[src/sv/port_knock_sequence_tracker_defines.svh]
// -----------------------------------------------------------------------------
// Port knock sequence tracker: assertion macros
// Shared check forms, clocked on clk and held off while rst_n is low.
// -----------------------------------------------------------------------------
`ifndef PORT_KNOCK_SEQUENCE_TRACKER_DEFINES_SVH
`define PORT_KNOCK_SEQUENCE_TRACKER_DEFINES_SVH

// Consequent must hold in the same cycle as the antecedent.
`define PKTR_ASSERT_SAME(label, ante, cons, msg) \
    label: assert property (@(posedge clk) disable iff (!rst_n) (ante) |-> (cons)) \
        else $error(msg);

// Consequent must hold in the cycle after the antecedent.
`define PKTR_ASSERT_NEXT(label, ante, cons, msg) \
    label: assert property (@(posedge clk) disable iff (!rst_n) (ante) |=> (cons)) \
        else $error(msg);

`endif

[src/sv/pktr_pkg.sv]
// -----------------------------------------------------------------------------
// Port knock sequence tracker package
// Types, register indexes and constants shared by the tracker modules.
// -----------------------------------------------------------------------------
package pktr_pkg;

    localparam int TABLE_ENTRIES_DEFAULT = 64;
    localparam int SEQ_LEN               = 3;
    localparam int CFG_INDEX_W           = 2;
    localparam int CFG_DATA_W            = 32;
    localparam int TIMEOUT_W             = 16;
    localparam int SLOT_OUT_W            = 6;

    localparam logic [31:0]          WORD_FIRST_RESET  = 32'd1;
    localparam logic [31:0]          WORD_SECOND_RESET = 32'd2;
    localparam logic [31:0]          WORD_THIRD_RESET  = 32'd3;
    localparam logic [TIMEOUT_W-1:0] TIMEOUT_RESET     = 16'd10;

    typedef enum logic [CFG_INDEX_W-1:0] {
        CFG_WORD_FIRST  = 2'd0,
        CFG_WORD_SECOND = 2'd1,
        CFG_WORD_THIRD  = 2'd2,
        CFG_TIMEOUT     = 2'd3
    } cfg_index_t;

    typedef enum logic [1:0] {
        OUT_NO_SLOT  = 2'd0,
        OUT_MISMATCH = 2'd1,
        OUT_ADVANCED = 2'd2,
        OUT_COMPLETE = 2'd3
    } outcome_t;

    typedef struct packed {
        logic [31:0] client_addr;
        logic [31:0] message_code;
        logic [31:0] current_time;
    } knock_req_t;

    typedef struct packed {
        logic [1:0]            outcome;
        logic [SLOT_OUT_W-1:0] slot_index;
        logic                  timed_out;
        logic [1:0]            progress_after;
    } knock_res_t;

    typedef struct packed {
        logic [31:0] addr;
        logic [1:0]  progress;
        logic [31:0] last_seen;
    } entry_t;

    // Verdict of the update unit for one knock.
    typedef struct packed {
        outcome_t    outcome;
        logic        timed_out;
        logic [1:0]  progress;
    } eval_t;

endpackage

[src/sv/pktr_entry_ram.sv]
// -----------------------------------------------------------------------------
// Port knock client table
// One-write, one-read memory of client entries with registered read data.
// -----------------------------------------------------------------------------
module pktr_entry_ram #(
    parameter int DEPTH = pktr_pkg::TABLE_ENTRIES_DEFAULT,
    parameter int IDX_W = $clog2(DEPTH)
) (
    input  logic                  clk,
    input  logic                  wr_en,
    input  logic [IDX_W-1:0]      wr_addr,
    input  pktr_pkg::entry_t      wr_data,
    input  logic                  rd_en,
    input  logic [IDX_W-1:0]      rd_addr,
    output pktr_pkg::entry_t      rd_data
);
    import pktr_pkg::*;

    entry_t mem [DEPTH];
    entry_t rd_data_reg;

    always_ff @(posedge clk)
    begin
        if (wr_en)
        begin
            mem[wr_addr] <= wr_data;
        end
        if (rd_en)
        begin
            rd_data_reg <= mem[rd_addr];
        end
    end

    assign rd_data = rd_data_reg;

endmodule

[src/sv/pktr_knock_eval.sv]
// -----------------------------------------------------------------------------
// Port knock update unit
// Applies the timeout and the expected-word match to one client entry.
// -----------------------------------------------------------------------------
module pktr_knock_eval (
    input  logic [1:0]                      progress,
    input  logic [31:0]                     last_seen,
    input  logic [31:0]                     current_time,
    input  logic [31:0]                     message_code,
    input  logic [31:0]                     word_first,
    input  logic [31:0]                     word_second,
    input  logic [31:0]                     word_third,
    input  logic [pktr_pkg::TIMEOUT_W-1:0]  timeout,
    output pktr_pkg::eval_t                 verdict
);
    import pktr_pkg::*;

    logic [31:0] elapsed;
    logic        expired;
    logic [1:0]  base_progress;
    logic [31:0] expected;

    always_comb
    begin
        // Elapsed time wraps modulo 2^32.
        elapsed = current_time - last_seen;
        expired = elapsed > {{(32 - TIMEOUT_W){1'b0}}, timeout};

        if (expired || progress >= 2'(SEQ_LEN))
        begin
            base_progress = 2'd0;
        end
        else
        begin
            base_progress = progress;
        end

        unique case (base_progress)
            2'd0:    expected = word_first;
            2'd1:    expected = word_second;
            default: expected = word_third;
        endcase

        verdict.timed_out = expired;
        if (message_code != expected)
        begin
            verdict.outcome  = OUT_MISMATCH;
            verdict.progress = 2'd0;
        end
        else if (base_progress == 2'(SEQ_LEN - 1))
        begin
            verdict.outcome  = OUT_COMPLETE;
            verdict.progress = 2'd0;
        end
        else
        begin
            verdict.outcome  = OUT_ADVANCED;
            verdict.progress = base_progress + 2'd1;
        end
    end

endmodule

[src/sv/port_knock_sequence_tracker.sv]
// -----------------------------------------------------------------------------
// Port knock sequence tracker
// Looks up each knock's client in a table, applies the timeout and steps the
// client through a three-word knock sequence.
// -----------------------------------------------------------------------------
//  channel   signals                          handshake
//  request   start, request                   taken when start && !busy
//  result    done, result                     one-cycle strobe, no stall
//  config    cfg_write, cfg_index, cfg_data   written when cfg_write is high
//
//  The table memory gives one entry a cycle to the address compare, and the
//  S_UPDATE state then writes the entry and registers the result. A request
//  that hits scans the slots in order up to the match. A miss reads every
//  occupied slot, drains the last read and then claims the next free slot
//  (straight away on an empty table). With all 64 slots occupied a miss
//  reports no free slot after the last read drains.
//  Reset empties the table at once through the fill count; no clearing pass.
//  busy stays high until the cycle done is shown; results cannot be held off.
// -----------------------------------------------------------------------------
`include "port_knock_sequence_tracker_defines.svh"

module port_knock_sequence_tracker #(
    parameter int TABLE_ENTRIES = pktr_pkg::TABLE_ENTRIES_DEFAULT
) (
    input  logic                              clk,
    input  logic                              rst_n,
    input  logic                              start,
    input  pktr_pkg::knock_req_t              request,
    output logic                              busy,
    output logic                              done,
    output pktr_pkg::knock_res_t              result,
    input  logic                              cfg_write,
    input  logic [pktr_pkg::CFG_INDEX_W-1:0]  cfg_index,
    input  logic [pktr_pkg::CFG_DATA_W-1:0]   cfg_data
);
    import pktr_pkg::*;

    localparam int IDX_W = $clog2(TABLE_ENTRIES);
    localparam int CNT_W = $clog2(TABLE_ENTRIES + 1);
    localparam logic [CNT_W-1:0] FULL_COUNT = CNT_W'(TABLE_ENTRIES);

    typedef enum logic [1:0] {
        S_IDLE,
        S_SCAN,
        S_UPDATE
    } state_t;

    state_t               state_reg;
    knock_req_t           req_reg;
    logic [CNT_W-1:0]     idx_reg;
    logic [CNT_W-1:0]     fill_reg;
    logic                 pend_reg;
    logic [IDX_W-1:0]     pend_idx_reg;
    logic [IDX_W-1:0]     slot_reg;
    logic [1:0]           hit_progress_reg;
    logic [31:0]          hit_seen_reg;
    logic                 done_reg;
    knock_res_t           result_reg;

    logic [31:0]          word_first_reg;
    logic [31:0]          word_second_reg;
    logic [31:0]          word_third_reg;
    logic [TIMEOUT_W-1:0] timeout_reg;

    logic                 rd_en;
    entry_t               rd_data;
    logic                 hit;
    logic                 wr_en;
    entry_t               wr_data;
    eval_t                verdict;

    // Configuration registers
    always_ff @(posedge clk or negedge rst_n)
    begin
        if (!rst_n)
        begin
            word_first_reg  <= WORD_FIRST_RESET;
            word_second_reg <= WORD_SECOND_RESET;
            word_third_reg  <= WORD_THIRD_RESET;
            timeout_reg     <= TIMEOUT_RESET;
        end
        else if (cfg_write)
        begin
            unique case (cfg_index_t'(cfg_index))
                CFG_WORD_FIRST:  word_first_reg  <= cfg_data[31:0];
                CFG_WORD_SECOND: word_second_reg <= cfg_data[31:0];
                CFG_WORD_THIRD:  word_third_reg  <= cfg_data[31:0];
                CFG_TIMEOUT:     timeout_reg     <= cfg_data[TIMEOUT_W-1:0];
            endcase
        end
    end

    assign rd_en = (state_reg == S_SCAN) && !hit && (idx_reg < fill_reg);
    assign hit   = pend_reg && (rd_data.addr == req_reg.client_addr);
    assign wr_en = (state_reg == S_UPDATE);

    always_comb
    begin
        wr_data.addr      = req_reg.client_addr;
        wr_data.progress  = verdict.progress;
        wr_data.last_seen = req_reg.current_time;
    end

    pktr_entry_ram #(
        .DEPTH (TABLE_ENTRIES),
        .IDX_W (IDX_W)
    ) u_table (
        .clk     (clk),
        .wr_en   (wr_en),
        .wr_addr (slot_reg),
        .wr_data (wr_data),
        .rd_en   (rd_en),
        .rd_addr (idx_reg[IDX_W-1:0]),
        .rd_data (rd_data)
    );

    pktr_knock_eval u_eval (
        .progress     (hit_progress_reg),
        .last_seen    (hit_seen_reg),
        .current_time (req_reg.current_time),
        .message_code (req_reg.message_code),
        .word_first   (word_first_reg),
        .word_second  (word_second_reg),
        .word_third   (word_third_reg),
        .timeout      (timeout_reg),
        .verdict      (verdict)
    );

    // Sequencer: scan, then update the found or claimed slot, or report no free slot
    always_ff @(posedge clk or negedge rst_n)
    begin
        if (!rst_n)
        begin
            state_reg <= S_IDLE;
            fill_reg  <= '0;
            idx_reg   <= '0;
            pend_reg  <= 1'b0;
            done_reg  <= 1'b0;
        end
        else
        begin
            done_reg <= 1'b0;
            unique case (state_reg)
                S_IDLE:
                begin
                    if (start)
                    begin
                        req_reg   <= request;
                        idx_reg   <= '0;
                        pend_reg  <= 1'b0;
                        state_reg <= S_SCAN;
                    end
                end
                S_SCAN:
                begin
                    priority if (hit)
                    begin
                        slot_reg         <= pend_idx_reg;
                        hit_progress_reg <= rd_data.progress;
                        hit_seen_reg     <= rd_data.last_seen;
                        pend_reg         <= 1'b0;
                        state_reg        <= S_UPDATE;
                    end
                    else if (rd_en)
                    begin
                        pend_reg     <= 1'b1;
                        pend_idx_reg <= idx_reg[IDX_W-1:0];
                        idx_reg      <= idx_reg + 1'b1;
                    end
                    else if (pend_reg)
                    begin
                        // last read came back without a match
                        pend_reg <= 1'b0;
                    end
                    else if (fill_reg == FULL_COUNT)
                    begin
                        result_reg.outcome        <= OUT_NO_SLOT;
                        result_reg.slot_index     <= '0;
                        result_reg.timed_out      <= 1'b0;
                        result_reg.progress_after <= 2'd0;
                        done_reg                  <= 1'b1;
                        state_reg                 <= S_IDLE;
                    end
                    else
                    begin
                        // claim the next free slot; elapsed time is zero
                        slot_reg         <= fill_reg[IDX_W-1:0];
                        hit_progress_reg <= 2'd0;
                        hit_seen_reg     <= req_reg.current_time;
                        fill_reg         <= fill_reg + 1'b1;
                        state_reg        <= S_UPDATE;
                    end
                end
                S_UPDATE:
                begin
                    result_reg.outcome        <= verdict.outcome;
                    result_reg.slot_index     <= SLOT_OUT_W'(slot_reg);
                    result_reg.timed_out      <= verdict.timed_out;
                    result_reg.progress_after <= verdict.progress;
                    done_reg                  <= 1'b1;
                    state_reg                 <= S_IDLE;
                end
                default:
                begin
                    state_reg <= S_IDLE;
                end
            endcase
        end
    end

    assign busy   = (state_reg != S_IDLE);
    assign done   = done_reg;
    assign result = result_reg;

    `PKTR_ASSERT_SAME(a_done_idle, done, !busy, "result strobe while still busy")
    `PKTR_ASSERT_NEXT(a_start_busy, start && !busy, busy || done,
        "accepted request did not start a scan")
    `PKTR_ASSERT_SAME(a_fill_bound, 1'b1, fill_reg <= FULL_COUNT, "fill count beyond table")
    `PKTR_ASSERT_SAME(a_no_slot_full, done && result.outcome == OUT_NO_SLOT,
        fill_reg == FULL_COUNT, "no-slot result with free slots left")
    `PKTR_ASSERT_SAME(a_complete_restart, done && result.outcome == OUT_COMPLETE,
        result.progress_after == 2'd0, "completed sequence did not restart progress")

endmodule
[config.mk]
export PLATFORM = sky130hd
export DESIGN_NAME = port_knock_sequence_tracker
export DESIGN_NICKNAME = d
export VERILOG_FILES = /design/src/sv/pktr_pkg.sv /design/src/sv/pktr_entry_ram.sv /design/src/sv/pktr_knock_eval.sv /design/src/sv/port_knock_sequence_tracker.sv
export VERILOG_INCLUDE_DIRS = /design/src /design/src/sv
export SDC_FILE = /design/constraint.sdc
export NUM_CORES = 2
export LEC_CHECK = 0
export ABC_AREA = 1
export BUFFER_PORTS_ARGS = -buffer_cell sky130_fd_sc_hd__buf_4
export CORE_MARGIN = 2
export CORE_UTILIZATION = 30
export DETAILED_ROUTE_END_ITERATION = 8
export PLACE_DENSITY = 0.43
export SKIP_CTS_REPAIR_TIMING = 1
export SLEW_MARGIN = 40
export SYNTH_ARGS = -nofsm -noshare
export SYNTH_HDL_FRONTEND = slang
export SYNTH_MEMORY_MAX_BITS = 65536
export SYNTH_SLANG_ARGS = --single-unit
[constraint.sdc]
create_clock -name clk -period 11.04 [get_ports clk]
set_input_delay 0.552 -clock clk [delete_from_list [all_inputs] [get_ports clk]]
set_output_delay 0.552 -clock clk [all_outputs]
set_load 0.01 [all_outputs]
==> results.yml <==
min_path:
  worstHoldStart: "start"
  min_path_type: "in2reg"
  min_to: "state_reg[0]$_DFFE_PN0P_"
  holdPathStages: 4
setup_path:
  cp_slowest_cell: "nand4_4"
  critPathMaxStageDelay_ns: 0.61
  critical_path_class: "reg2reg"
  worstPathArrival_ns: 7.54
  r2r_cells: 34
  cp.required_ns: 11.74
  crit_start: "req_reg[1]$_DFFE_PP_"
  path_max_fanout: 66
  startpoint_type: "flip-flop"
  timing.rr.end: "u_table.mem[43][33]$_DFFE_PP_"
  cp_common_cell: "nand2_1"
  worstReg2RegStart: "req_reg[1]$_DFFE_PP_"
  end_kind: "flip-flop"
  regToRegSetupSlack_ns: 4.20
synthesis:
  async_flop_share_pct: 2.84
  syn-instance-count: 13000
  ys_seq_area_share_pct: 75.5
  synth_area_leader_cell: "edfxtp_1"
  ys.warnings.count: 0
  synth_nets: 13200
  ys_top_cells_by_area: "edfxtp_1 74%, nor2_1 5.1%, o21ai_0 3.3%"
  synth_edf_count: 4443
  ys_types: 46
  synth_area_per_cell_sq_um: 13.9
  yosys.area.top_type_share_pct: 73.7
  yosys_most_used_dff: "edfxtp_1"
  synth_area_sq_um: 181000
  synth_seq_cells: 4573
timing:
  finalSetupViolCount: 0
  fmax_mhz: 146
  tns_ns: 0
  tightest_slew_ns: 1.03
  timing.final.crit_share_pct: 61.9
  maxSlewHeadroom_pct: 31.3
  rsz0062_at_grt: "false"
  timing_hold_violations_final: 0
  fin_worst_skew_ns: 0.0813
  final.min_clock_period_ns: 6.84
  slew_viol_final: 0
final_layout:
  layout-drive-gt1-share_pct: 9.85
  fill_cells: 58200
  areaGrowthSynthToFinish_pct: 16.4
  nets: 13500
  design_area_sq_um: 211000
  stdcell_count: 21800
  largest_register_ffs: 4224
status:
  outcome: "completed"
route:
  first_iter_violations: 14300
  vias: 117000
  first_pass_iters: 7
  via_per_inst: 5.36
  drc_errors: 0
  antenna_left: 0
  wl_mm: 690
  post_drt_wl_per_cell_um: 31.7
clock_tree:
  clk_path_buf_depth: 4
  numCtsBuffers: 478
  tritoncts: "yes"
  cts-htree-levels: 5
  cts_root_buf: "clkbuf_16"
  clk-insertion-delay-late_ns: 1.06
  clock_sinks: 4573
  cts.clk_slew.worst_paths_ns: 0.06
power:
  p_leak_nw: 66.8
  power_density_nw_per_um2: 222
  ir_drop_v: 0.000240
placed_design:
  dp.cells: 20700
  hpwl_mm: 357
  portBuffers: 146
  gp_congestion: 0.822
  post_dp_cell_area_sq_um: 194000
die:
  core_sq_um: 602000
  die_y_um: 781
  dieArea_sq_um: 610000
  initial_utilization_pct: 30.1
  num_rows: 285
  io_pins: 147
  fp.dieW_um: 781
global_route:
  antenna_found_initial: 49
  grt_pass1_wl_mm: 937
  gr-usage-all-layers_pct: 21.7
  grt_pass1_vias: 109000
  grt_max_degree: 169
  grt-ovfl-total: 0
flow_run:
  maxCapViolCount: 0
worst max-delay path by stage:
stage | end | slack, ns
after global placement | u_table.mem[38][32]$_DFFE_PP_ | 3.49
after floorplan | u_table.mem[32][0]$_DFFE_PP_ | 3.12
after detailed placement | u_table.mem[40][33]$_DFFE_PP_ | 4.32
after global routing | u_table.mem[36][33]$_DFFE_PP_ | 3.68
final | u_table.mem[43][33]$_DFFE_PP_ | 4.20
after CTS | u_table.mem[39][33]$_DFFE_PP_ | 4.29
placed cells by master, fill, tap and decap left out, types with 34 or more instances in the layout:
master and n:
buf_16 34, clkbuf_16 486, o221ai_1 437, dlygate4sd3_1 129, nand3_1 429, bufinv_16 35, mux2i_1 436, nor2_1 2381
buf_12 54, inv_1 269, a21oi_1 172, nor2_4 68, ha_1 59, buf_4 416, a221o_1 61, nand2_1 963
nand4_1 113, edfxtp_1 4443, o21ai_0 1185, a31oi_1 127, clkbuf_1 117, clkinv_2 84, o211ai_1 94, dfrtp_1 119
o32ai_1 620, clkinv_1 113, buf_6 49
where the power goes:
part | internal, W | switching (W) | total [W] | leakage [nW]
clock | 0.00895 | 0.00708 | 0.0160 | 7.42
combinational | 0.00327 | 0.00754 | 0.0108 | 18.0
sequential | 0.0198 | 0.000235 | 0.0200 | 41.4
total | 0.0320 | 0.0149 | 0.0469 | 66.8
synth_stat cells, drive strengths merged (107+ instances only):
cell	count
nand4	115
nand3	439
a31oi	127
o32ai	620
mux2i	436
nor2	2455
edfxtp	4443
o221ai	437
a21oi	173
nand2	970
dfrtp	124
o21ai	1187
clkbuf	787
inv	286
buf	107
per-layer routing:
layer / track usage, % / part of all wire (%) / up-vias
met5: 0 / 0.0033 / -
met4: 5.03 / 2.4 / 4
met3: 2.39 / 6.1 / 822
met2: 35.1 / 47 / 4311
met1: 31.5 / 45 / 61400
li1: - / - / 50100
stage by stage:
stage                     hold slack, ns  total power [W]  worst slack, ns  util (%)
after floorplan                    0.256           0.0274             3.12         -
after global placement             0.430           0.0312             3.49      32.0
after CTS                         -0.477           0.0471             4.29      34.8
final                             0.0944           0.0469             4.20      35.0
after global routing              0.0591           0.0487             3.68      35.0
after detailed placement           0.449           0.0311             4.32      32.2
worst max-delay path, delay by kind of cell, from the launching register on:
family,cells,cell delay (ns)
xor+xnor,1,0.29
simple gates,24,3.35
fa+ha+maj,2,0.79
compound gates,1,0.07
buf+inv,6,1.48
flops,1,0.32
cell type report:
| cell class | instances | area [sq um] | area share (%) |
|---|---|---|---|
| antenna | 13 | 32.5 | 0.0154 |
| clock buffer | 613 | 12700 | 6.04 |
| clock inverter | 269 | 2490 | 1.18 |
| inverter | 292 | 1150 | 0.545 |
| multi-input combinational | 7274 | 40500 | 19.2 |
| sequential | 4573 | 137000 | 64.8 |
| tap | 8036 | 10100 | 4.77 |
| timing repair buffer | 691 | 7120 | 3.38 |
cell families (layout without fill, tap and decap cells):
logic type / Yosys count / after routing / synth area share (%)
and+or+nand+nor: 4010 / 4010 / 8.85
buffers and inverters: 1186 / 1865 / 2.50
DFF: 4573 / 4573 / 75.5
AOI/OAI and AO/OA: 2712 / 2712 / 10.1
other: 0 / 13 / 0
adders and majority gates: 60 / 60 / 0.419
muxes: 436 / 436 / 2.41
xor gates and xnor gates: 56 / 56 / 0.271
(Power assumes the default switching activity.)
